$ cat config.mk
export PLATFORM = sky130hd
export DESIGN_NAME = convex_polygon_overlap_sat
export DESIGN_NICKNAME = d
export VERILOG_FILES = /design/src/rtl/cpo_pkg.sv /design/src/rtl/convex_polygon_overlap_sat.sv /design/src/rtl/cpo_front.sv /design/src/rtl/cpo_back.sv
export SDC_FILE = /design/constraint.sdc
export NUM_CORES = 2
export LEC_CHECK = 0
export BUFFER_PORTS_ARGS = -buffer_cell sky130_fd_sc_hd__buf_2
export CELL_PAD_IN_SITES_DETAIL_PLACEMENT = 0
export CELL_PAD_IN_SITES_GLOBAL_PLACEMENT = 1
export CORE_ASPECT_RATIO = 1.2
export CORE_MARGIN = 2
export CORE_UTILIZATION = 49
export DETAILED_ROUTE_END_ITERATION = 6
export GPL_TIMING_DRIVEN = 0
export MAX_ROUTING_LAYER = met4
export PLACE_DENSITY = 0.75
export SYNTH_ARGS = -nofsm -noshare
export SYNTH_HDL_FRONTEND = slang
export SYNTH_SLANG_ARGS = --single-unit
$ cat constraint.sdc
create_clock -name clk -period 12.37 [get_ports clk]
set_input_delay 1.237 -clock clk [delete_from_list [all_inputs] [get_ports clk]]
set_output_delay 1.237 -clock clk [all_outputs]
set_load 0.01 [all_outputs]
$ cat src/rtl/cpo_pkg.sv
// Package: types and constants for the polygon overlap block
package cpo_pkg;
    localparam int MAX_VERTICES = 16;
    localparam int COORD_BITS = 16;
    localparam int IDX_W = $clog2(MAX_VERTICES);
    localparam int CNT_W = $clog2(MAX_VERTICES + 1);
    localparam int NRM_W = COORD_BITS + 1;
    localparam int PRD_W = COORD_BITS + NRM_W;
    localparam int PRJ_W = PRD_W + 1;

    localparam logic [1:0] STATUS_OK = 2'd0;
    localparam logic [1:0] STATUS_EMPTY = 2'd1;
    localparam logic [1:0] STATUS_DROPPED = 2'd2;

    typedef struct packed {
        logic req_type;
        logic signed [15:0] vertex_x;
        logic signed [15:0] vertex_y;
        logic last_of_pair;
    } in_item_t;

    typedef struct packed {
        logic overlap;
        logic [1:0] status;
    } out_item_t;

    // job handed from front to back
    typedef struct packed {
        logic [CNT_W-1:0] cnt0;
        logic [CNT_W-1:0] cnt1;
        logic dropped;
    } job_t;

    // vertex write from front to back store
    typedef struct packed {
        logic en;
        logic poly;
        logic [IDX_W-1:0] idx;
        logic signed [COORD_BITS-1:0] x;
        logic signed [COORD_BITS-1:0] y;
    } vwr_t;
endpackage

$ cat src/rtl/convex_polygon_overlap_sat.sv
// Operation: each vertex is stored and counted unless its polygon is full; the final vertex of a
// pair also starts a test in which one shared projection unit walks each tested edge against
// every vertex of both polygons.
// busy stays high from the final vertex until the result strobe; items then resume.
// Reset (async, active low) clears vertex counts, the drop flag and the sequencer.
module convex_polygon_overlap_sat (
    input  logic clk,
    input  logic rst_n,
    input  logic start,
    output logic busy,
    input  cpo_pkg::in_item_t in_item,
    output logic result_valid,
    output cpo_pkg::out_item_t result
);
    logic take, job_valid, done;
    logic pend_reg;
    cpo_pkg::vwr_t vwr;
    cpo_pkg::job_t job;

    assign take = start && !busy;
    assign busy = pend_reg;

    always_ff @(posedge clk or negedge rst_n)
    begin
        if (!rst_n)
            pend_reg <= 1'b0;
        else if (job_valid)
            pend_reg <= 1'b1;
        else if (done)
            pend_reg <= 1'b0;
    end

    cpo_front u_front (
        .clk(clk), .rst_n(rst_n), .take(take), .item(in_item),
        .vwr(vwr), .job_valid(job_valid), .job(job)
    );

    cpo_back u_back (
        .clk(clk), .rst_n(rst_n), .vwr(vwr), .job_valid(job_valid), .job(job),
        .done(done), .res(result)
    );

    assign result_valid = done;
endmodule

$ cat src/rtl/cpo_front.sv
// Front end: accepts vertices, counts them, issues test jobs
module cpo_front (
    input  logic clk,
    input  logic rst_n,
    input  logic take,
    input  cpo_pkg::in_item_t item,
    output cpo_pkg::vwr_t vwr,
    output logic job_valid,
    output cpo_pkg::job_t job
);
    logic [cpo_pkg::CNT_W-1:0] cnt0_reg, cnt1_reg, cnt0_next, cnt1_next;
    logic drop_reg, drop_next;
    logic full;

    always_comb
    begin
        full = item.req_type ? (cnt1_reg == cpo_pkg::CNT_W'(cpo_pkg::MAX_VERTICES))
                             : (cnt0_reg == cpo_pkg::CNT_W'(cpo_pkg::MAX_VERTICES));
        vwr.en = take && !full;
        vwr.poly = item.req_type;
        vwr.idx = item.req_type ? cnt1_reg[cpo_pkg::IDX_W-1:0]
                                : cnt0_reg[cpo_pkg::IDX_W-1:0];
        vwr.x = item.vertex_x[cpo_pkg::COORD_BITS-1:0];
        vwr.y = item.vertex_y[cpo_pkg::COORD_BITS-1:0];
        cnt0_next = cnt0_reg;
        cnt1_next = cnt1_reg;
        drop_next = drop_reg;
        if (take)
        begin
            if (full)
                drop_next = 1'b1;
            else if (item.req_type)
                cnt1_next = cnt1_reg + 1'b1;
            else
                cnt0_next = cnt0_reg + 1'b1;
        end
        job_valid = take && item.last_of_pair;
        job.cnt0 = cnt0_next;
        job.cnt1 = cnt1_next;
        job.dropped = drop_next;
        if (job_valid)
        begin
            cnt0_next = '0;
            cnt1_next = '0;
            drop_next = 1'b0;
        end
    end

    always_ff @(posedge clk or negedge rst_n)
    begin
        if (!rst_n)
        begin
            cnt0_reg <= '0;
            cnt1_reg <= '0;
            drop_reg <= 1'b0;
        end
        else
        begin
            cnt0_reg <= cnt0_next;
            cnt1_reg <= cnt1_next;
            drop_reg <= drop_next;
        end
    end
endmodule

$ cat src/rtl/cpo_back.sv
// Back end: vertex stores and sequential separating-axis test
module cpo_back (
    input  logic clk,
    input  logic rst_n,
    input  cpo_pkg::vwr_t vwr,
    input  logic job_valid,
    input  cpo_pkg::job_t job,
    output logic done,
    output cpo_pkg::out_item_t res
);
    typedef enum logic [2:0] {S_IDLE, S_EDGE, S_PROJ, S_CMP, S_OUT} state_t;
    localparam int CW = cpo_pkg::COORD_BITS;

    logic signed [CW-1:0] px0 [cpo_pkg::MAX_VERTICES];
    logic signed [CW-1:0] py0 [cpo_pkg::MAX_VERTICES];
    logic signed [CW-1:0] px1 [cpo_pkg::MAX_VERTICES];
    logic signed [CW-1:0] py1 [cpo_pkg::MAX_VERTICES];

    state_t state_reg;
    cpo_pkg::job_t job_reg;
    logic epoly_reg;                       // polygon owning current edge
    logic [cpo_pkg::IDX_W-1:0] ei_reg;     // edge index
    logic ppoly_reg;                       // polygon being projected
    logic [cpo_pkg::IDX_W-1:0] pk_reg;
    logic first_reg;                       // first projection of a polygon
    logic ph_reg;                          // 0: read edge start, 1: edge end
    logic signed [CW-1:0] ax_reg, ay_reg;
    logic signed [cpo_pkg::NRM_W-1:0] nx_reg, ny_reg;
    logic signed [cpo_pkg::PRJ_W-1:0] lo0_reg, hi0_reg, lo1_reg, hi1_reg;
    logic signed [cpo_pkg::PRJ_W-1:0] proj;
    logic signed [CW-1:0] rx, ry, vx, vy;
    logic [cpo_pkg::IDX_W-1:0] ej;
    logic [cpo_pkg::CNT_W-1:0] ecnt, pcnt;
    logic done_reg;
    cpo_pkg::out_item_t res_reg;

    always_ff @(posedge clk)
    begin
        if (vwr.en)
        begin
            if (vwr.poly)
            begin
                px1[vwr.idx] <= vwr.x;
                py1[vwr.idx] <= vwr.y;
            end
            else
            begin
                px0[vwr.idx] <= vwr.x;
                py0[vwr.idx] <= vwr.y;
            end
        end
    end

    always_comb
    begin
        ecnt = epoly_reg ? job_reg.cnt1 : job_reg.cnt0;
        pcnt = ppoly_reg ? job_reg.cnt1 : job_reg.cnt0;
        ej = ({1'b0, ei_reg} + 1'b1 == ecnt) ? '0 : ei_reg + 1'b1;
        rx = epoly_reg ? px1[ph_reg ? ej : ei_reg] : px0[ph_reg ? ej : ei_reg];
        ry = epoly_reg ? py1[ph_reg ? ej : ei_reg] : py0[ph_reg ? ej : ei_reg];
        vx = ppoly_reg ? px1[pk_reg] : px0[pk_reg];
        vy = ppoly_reg ? py1[pk_reg] : py0[pk_reg];
        proj = cpo_pkg::PRJ_W'(vx * nx_reg) + cpo_pkg::PRJ_W'(vy * ny_reg);
    end

    always_ff @(posedge clk or negedge rst_n)
    begin
        if (!rst_n)
        begin
            state_reg <= S_IDLE;
            done_reg <= 1'b0;
            ph_reg <= 1'b0;
        end
        else
        begin
            done_reg <= 1'b0;
            unique case (state_reg)
                S_IDLE:
                    if (job_valid)
                    begin
                        job_reg <= job;
                        epoly_reg <= 1'b0;
                        ei_reg <= '0;
                        ph_reg <= 1'b0;
                        if (job.cnt0 == '0 || job.cnt1 == '0)
                        begin
                            res_reg.overlap <= 1'b0;
                            res_reg.status <= cpo_pkg::STATUS_EMPTY;
                            state_reg <= S_OUT;
                        end
                        else
                            state_reg <= S_EDGE;
                    end
                S_EDGE:
                begin
                    if (!ph_reg)
                    begin
                        ax_reg <= rx;
                        ay_reg <= ry;
                        ph_reg <= 1'b1;
                    end
                    else
                    begin
                        nx_reg <= cpo_pkg::NRM_W'(ay_reg) - cpo_pkg::NRM_W'(ry);
                        ny_reg <= cpo_pkg::NRM_W'(rx) - cpo_pkg::NRM_W'(ax_reg);
                        ph_reg <= 1'b0;
                        ppoly_reg <= 1'b0;
                        pk_reg <= '0;
                        first_reg <= 1'b1;
                        state_reg <= S_PROJ;
                    end
                end
                S_PROJ:
                begin
                    first_reg <= 1'b0;
                    if (ppoly_reg)
                    begin
                        if (first_reg || proj < lo1_reg) lo1_reg <= proj;
                        if (first_reg || proj > hi1_reg) hi1_reg <= proj;
                    end
                    else
                    begin
                        if (first_reg || proj < lo0_reg) lo0_reg <= proj;
                        if (first_reg || proj > hi0_reg) hi0_reg <= proj;
                    end
                    if ({1'b0, pk_reg} + 1'b1 == pcnt)
                    begin
                        pk_reg <= '0;
                        first_reg <= 1'b1;
                        if (ppoly_reg)
                            state_reg <= S_CMP;
                        else
                            ppoly_reg <= 1'b1;
                    end
                    else
                        pk_reg <= pk_reg + 1'b1;
                end
                S_CMP:
                begin
                    if (lo1_reg > hi0_reg || lo0_reg > hi1_reg)
                    begin
                        res_reg.overlap <= 1'b0;
                        res_reg.status <= job_reg.dropped ? cpo_pkg::STATUS_DROPPED
                                                          : cpo_pkg::STATUS_OK;
                        state_reg <= S_OUT;
                    end
                    else if ({1'b0, ei_reg} + 1'b1 == ecnt)
                    begin
                        if (epoly_reg)
                        begin
                            res_reg.overlap <= 1'b1;
                            res_reg.status <= job_reg.dropped ? cpo_pkg::STATUS_DROPPED
                                                              : cpo_pkg::STATUS_OK;
                            state_reg <= S_OUT;
                        end
                        else
                        begin
                            epoly_reg <= 1'b1;
                            ei_reg <= '0;
                            state_reg <= S_EDGE;
                        end
                    end
                    else
                    begin
                        ei_reg <= ei_reg + 1'b1;
                        state_reg <= S_EDGE;
                    end
                end
                S_OUT:
                begin
                    done_reg <= 1'b1;
                    state_reg <= S_IDLE;
                end
                default:
                    state_reg <= S_IDLE;
            endcase
        end
    end

    assign done = done_reg;
    assign res = res_reg;
endmodule

== Word-level counts from Yosys, hierarchy flattened ==
Memories as Yosys holds them, arrays and structs flattened. A register that Yosys moved wholly into a read port is not among the register bits.
Index checks and enable logic that the tools add are counted.

* $add $sub $neg: 9
* Multiply operators: 2
* Divide/modulo/power cells: 0
* Order comparisons: 6
* Equality and inequality tests: 18
* Shift-type cells: 0
* Mux-type cells: 70
* Bitwise logic cells: 2
* Reductions and logical operators: 32

{| class="wikitable"
|+ Operators with widths
! cell !! number
|-
| $gt A34 B34 Y1 || 4
|-
| $lt A34 B34 Y1 || 2
|-
| $mul A16 B17 Y33 || 2
|-
| $mux W16 || 4
|-
| $mux W4 || 13
|-
| $mux W5 || 10
|-
| $mux W3 || 13
|-
| $add A34 B34 Y34 || 1
|-
| $sub A16 B16 Y17 || 2
|-
| $reduce_and A4 Y1 || 6
|-
| $mux W1 || 21
|-
| $pmux W4 S2 || 2
|-
| $pmux W3 S4 || 1
|-
| $reduce_and A3 Y1 || 4
|-
| $add A4 B1 Y5 const B || 2
|-
| $add A5 B1 Y5 const B || 2
|-
| $eq A5 B5 Y1 || 2
|-
| $eq A5 B5 Y1 const B || 2
|-
| $logic_not A5 Y1 || 2
|-
| $ne A2 B1 Y1 const B || 5
|-
| $reduce_and A5 Y1 || 2
|-
| $add A4 B1 Y4 const B || 2
|-
| $pmux W1 S2 || 4
|-
| $reduce_bool A2 Y1 || 4
|-
| other kinds (15) || 27
|}

* Bits in registers: 244
* Bits in latches: 0
* Bits in writable memories: 1024
* Bits in read-only memories: 0
* Output and inout port bits: 5
* Word-level logic and storage cells: 168
* Memories kept: 4

{| class="wikitable"
|+ Memory list
! memory !! words !! width !! rd ports !! clocked after memory_dff !! wr ports !! line !! text
|-
| u_back.px0 || 16 || 16 || 2 || 1 || 1 || cpo_back.sv:14 || <nowiki>logic signed [CW-1:0] px0 [cpo_pkg::MAX_VERTICES];</nowiki>
|-
| u_back.px1 || 16 || 16 || 2 || 1 || 1 || cpo_back.sv:16 || <nowiki>logic signed [CW-1:0] px1 [cpo_pkg::MAX_VERTICES];</nowiki>
|-
| u_back.py0 || 16 || 16 || 2 || 1 || 1 || cpo_back.sv:15 || <nowiki>logic signed [CW-1:0] py0 [cpo_pkg::MAX_VERTICES];</nowiki>
|-
| u_back.py1 || 16 || 16 || 2 || 1 || 1 || cpo_back.sv:17 || <nowiki>logic signed [CW-1:0] py1 [cpo_pkg::MAX_VERTICES];</nowiki>
|}

== Longest topological paths before layout ==
* Depth in word-level cells: 9
* Depth in mapped cells: 48
* Gate-level depth less buffers: 44

== Cells and area by module ==
Synthesis repeated with hierarchy kept, for this count alone.

* Cells, all modules: 6697
* Area, all modules: 83626.5 um^2

{| class="wikitable"
|+ By module, submodules not included
! module !! times used !! cells each !! area each (um^2) !! sequential area each (um^2)
|-
| cpo_back || 1 || 6591 || 82628.0 || 37771.2
|-
| cpo_front || 1 || 102 || 955.9 || 275.3
|-
| convex_polygon_overlap_sat || 1 || 4 || 42.5 || 25.0
|}

== Worst setup path after synthesis ==
No wires, ideal clock.

* Path kind: reg-to-reg
* Start: register with a tool-made name
* End: register u_back.lo0_reg[0] (netlist bit), enable pin
* Library setup time: 0.472 ns
* Arrival time: 13.105 ns
* Required time: 11.898 ns
* Path slack: -1.207 ns
* Cell stages (with the launch flop): 44
* Buffers on the path: 5
* Period minus slack after synthesis: 13.577 ns
* Path through: dfxtp_1 -> clkbuf_2 -> clkbuf_1 -> buf_1 -> mux4_2 -> mux4_2 -> mux2i_1 -> clkbuf_1 -> nor2b_1 -> fa_1 -> inv_1 -> fa_1 -> fa_1 -> inv_1 -> fa_1 -> fa_1 -> inv_1 -> fa_1 -> [8 not listed] -> a21oi_1 -> xnor2_1 -> ha_1 -> clkbuf_1 -> and3_1 -> or4b_2 -> a311oi_1 -> o21ai_0 -> nand2b_1 -> xor2_1 -> ha_1 -> o21ai_0 -> nand2b_1 -> a21oi_1 -> nor2b_1 -> o21ai_0 -> nand4_1 -> o21ai_0

{| class="wikitable"
|+ RTL lines
! item !! line !! text
|-
| to (signal assigned) || cpo_back.sv:123 || <nowiki>if (first_reg || proj < lo0_reg) lo0_reg <= proj;</nowiki>
|-
| to (decl) || cpo_back.sv:29 || <nowiki>logic signed [cpo_pkg::PRJ_W-1:0] lo0_reg, hi0_reg, lo1_reg, hi1_reg;</nowiki>
|}

==> results.py <==
metrics = {
    "yosys": {
        "netlist_instances": 6974,
        "yosysSeqAreaShare": 0.4507,
        "ys_warn_count": 0,
        "ys.flop_type": "edfxtp_1",
        "syn_nets": 8005,
        "syn_area_per_cell_um2": 12.11,
        "ys_types": 85,
        "syn_area_mm2": 0.08448,
        "synth_edf_count": 1251,
        "synth-seq-cells": 1272,
        "async_reset_ff_frac": 0.01336,
    },
    "grt": {
        "grt_max_degree": 33,
        "grt_pass1_wl_um": 451600,
        "grt_pass1_vias": 62470,
        "grt_usage": 0.3814,
        "grt.overflow.total": 0,
        "grt_antenna_before_repair": 15,
    },
    "cts": {
        "cts_tree": "done",
        "cts_buffers": 138,
        "cts_hold_buf": 0,
        "clk_latency_ps": 860,
        "clk_path_buf_depth": 3,
        "cts_max_level": 4,
        "path_clk_slew_ps": 60,
        "clock-sinks": 1272,
        "cts_root_buf": "clkbuf_16",
    },
    "layout": {
        "multiInputGateArea_mm2": 0.04284,
        "nets": 8351,
        "fin_util": 0.5620,
        "syn_to_final_growth_pct": 13.71,
        "layout.area.seq_mm2": 0.03807,
        "fillers": 14210,
        "drive_gt1_frac": 0.1478,
        "instances_no_fill": 9714,
    },
    "die": {
        "die_area_mm2": 0.1758,
        "fp.dieW_um": 383.0,
        "coreArea_mm2": 0.1709,
        "row_count": 166,
        "boundaryPins": 42,
        "fp.dieH_um": 458.8,
        "start_util": 0.4942,
    },
    "timing": {
        "finalCriticalPeriod_ps": 12080,
        "timing.fmax_mhz": 82.76,
        "finClkSkew_ps": 53.34,
        "relSlewSlack": -0.1160,
        "fin_crit_sh": 0.9768,
        "layout_setup_ws_ps": 286.9,
        "hold_viol": 0,
        "whs_ps": 390.9,
        "worst_pin_slew_ps": 1674,
        "setup_violations": 0,
        "drv_slew": 33,
    },
    "setup_path": {
        "path_max_fanout": 17,
        "reg2reg_slack_ps": 290,
        "required_ps": 12900,
        "setup.worst_path.start_class": "flip-flop",
        "worst-r2r-cell-count": 41,
        "critPathSlowestCell": "fa_1",
        "max_stage_delay_ps": 580,
        "critical-path-top-delay-family": "adder cells",
        "r2r_end": "u_back.lo1_reg[4]",
        "critPathArrivalTime_ps": 12610,
        "critPathBufInv": 8,
        "endpoint_kind": "flip-flop",
        "critPathKind": "reg -> reg",
        "cpMostUsedCell": "fa_1",
    },
    "place": {
        "pre_cts_slack_ps": -3547,
        "port_buffers": 40,
        "gp_congestion": 1.007,
        "dp_cells": 9382,
        "hpwl_um": 234300,
    },
    "drt": {
        "dr_total_vias": 62780,
        "drtAntennaViolNets": 0,
        "vias_per_cell": 6.463,
        "drc_errors": 0,
        "firstDrtPassIters": 7,
        "routed_wl_um": 324200,
        "wire_per_inst_um": 33.38,
        "drt_iter0_drc": 8696,
    },
    "outcome": {
        "violations": "max-capacitance violations, max-slew violations",
        "status": "finished, violations left",
    },
    "min_path": {
        "worstHoldPathType": "in -> async",
    },
    "run": {
        "maxCapViolations": 4,
    },
}
-- layer usage --
metal  vias up  part of all wire  global-route usage
met2      4446              0.46              0.5885
met5         -                 0                   -
li1      25580                 -                   -
met4         0              0.11              0.3263
met1     31150              0.31              0.3947
met3      1599              0.11              0.1213
-- kinds of logic after synthesis --
group                    count (synthesis)  synth area share
AND/OR/NAND/NOR                       1631           0.09221
AO/OA/AOI/OAI                         1362           0.09926
multiplexers                           370           0.09141
buffers and inverters                 1206           0.05532
adder cells (fa/ha/maj)                994            0.1965
XOR/XNOR                               139           0.01459
flip-flops                            1272            0.4507
-- worst register-to-register path: cells and delay by family (launching register included) --
| kind | cells | cell delay [ps] |
|---|---|---|
| adders and majority gates | 9 | 3910 |
| xor gates and xnor gates | 1 | 200 |
| muxes | 3 | 1440 |
| AOI/OAI and AO/OA | 13 | 2850 |
| buffers and inverters | 8 | 1520 |
| DFF | 1 | 440 |
| and+or+nand+nor | 7 | 1380 |
-- stage by stage --
| step | TNS, ps | cell area [um^2] |
|---|---|---|
| 6_report | 0 | 96060 |
| 5_1_grt | -1774 | 96040 |
| 4_1_cts | 0 | 95270 |
| 3_5_place_dp | -502590 | 89400 |
| 3_3_place_gp | -745720 | 87520 |
| 2_1_floorplan | 0 | 84480 |
-- layout make-up --
class,instances,area share
inverter,865,0.03380
tap,2268,0.02954
clock inverter,71,0.007541
multi-input combinational,4498,0.4459
sequential,1272,0.3963
antenna,18,0.0004689
timing repair buffer,214,0.02574
clock buffer,177,0.03780
buffer,331,0.02285
-- timing repair --
action,in CTS,in global routing
gates cloned,2,1
endpoints found under the setup margin,200,136
pin swaps,12,24
buffers inserted,38,33
gates resized for setup,305,92
-- cells in the final DEF, fill, tap and decap left out, types with 86 or more instances in the layout --
| cell type | count |
|---|---|
| a21o_1 | 100 |
| nor2b_1 | 255 |
| inv_1 | 865 |
| nor2_1 | 148 |
| clkbuf_16 | 140 |
| edfxtp_1 | 1251 |
| nand2b_1 | 102 |
| clkbuf_1 | 164 |
| buf_2 | 133 |
| fa_1 | 554 |
| a22oi_1 | 234 |
| mux4_2 | 320 |
| ha_1 | 429 |
| buf_4 | 86 |
| xnor2_1 | 93 |
| a21oi_1 | 725 |
| nand2_1 | 776 |
-- cell usage after synthesis (38+ instances only) --
| library cell | number | share of area |
|---|---|---|
| inv_1 | 865 | 0.038 |
| nand4_1 | 51 | 0.0038 |
| xnor2_1 | 112 | 0.012 |
| nand2b_1 | 102 | 0.0076 |
| clkbuf_1 | 184 | 0.0082 |
| mux4_2 | 320 | 0.085 |
| mux2i_1 | 38 | 0.0045 |
| a21oi_1 | 735 | 0.044 |
| buf_1 | 50 | 0.0022 |
| nor2b_1 | 255 | 0.019 |
| edfxtp_1 | 1251 | 0.44 |
| fa_1 | 555 | 0.13 |
| nor2_1 | 176 | 0.0078 |
| nor3_1 | 47 | 0.0028 |
| a21o_1 | 100 | 0.0089 |
| and2_1 | 67 | 0.0050 |
| buf_2 | 101 | 0.0060 |
| o21ai_0 | 89 | 0.0053 |
| nand2_1 | 777 | 0.035 |
| a22oi_1 | 234 | 0.021 |
| ha_1 | 439 | 0.065 |
-- worst max-delay path by stage --
| stage | from | to | slack, ps | cells after the start |
|---|---|---|---|---|
| after floorplan | flip-flop | u_back.lo1_reg[0] | 310 | 42 |
| after global placement | flip-flop | u_back.lo0_reg[6] | -4850 | 41 |
| after detailed placement | flip-flop | u_back.hi0_reg[7] | -3550 | 41 |
| after CTS | flip-flop | u_back.hi0_reg[3] | 7 | 43 |
| after global routing | flip-flop | u_back.hi0_reg[4] | -40 | 46 |
| final | flip-flop | u_back.lo1_reg[4] | 290 | 41 |
Power is left out: the tool's default activity adds up to more than one toggle a clock period on the data nets, which glitch-free logic cannot reach.
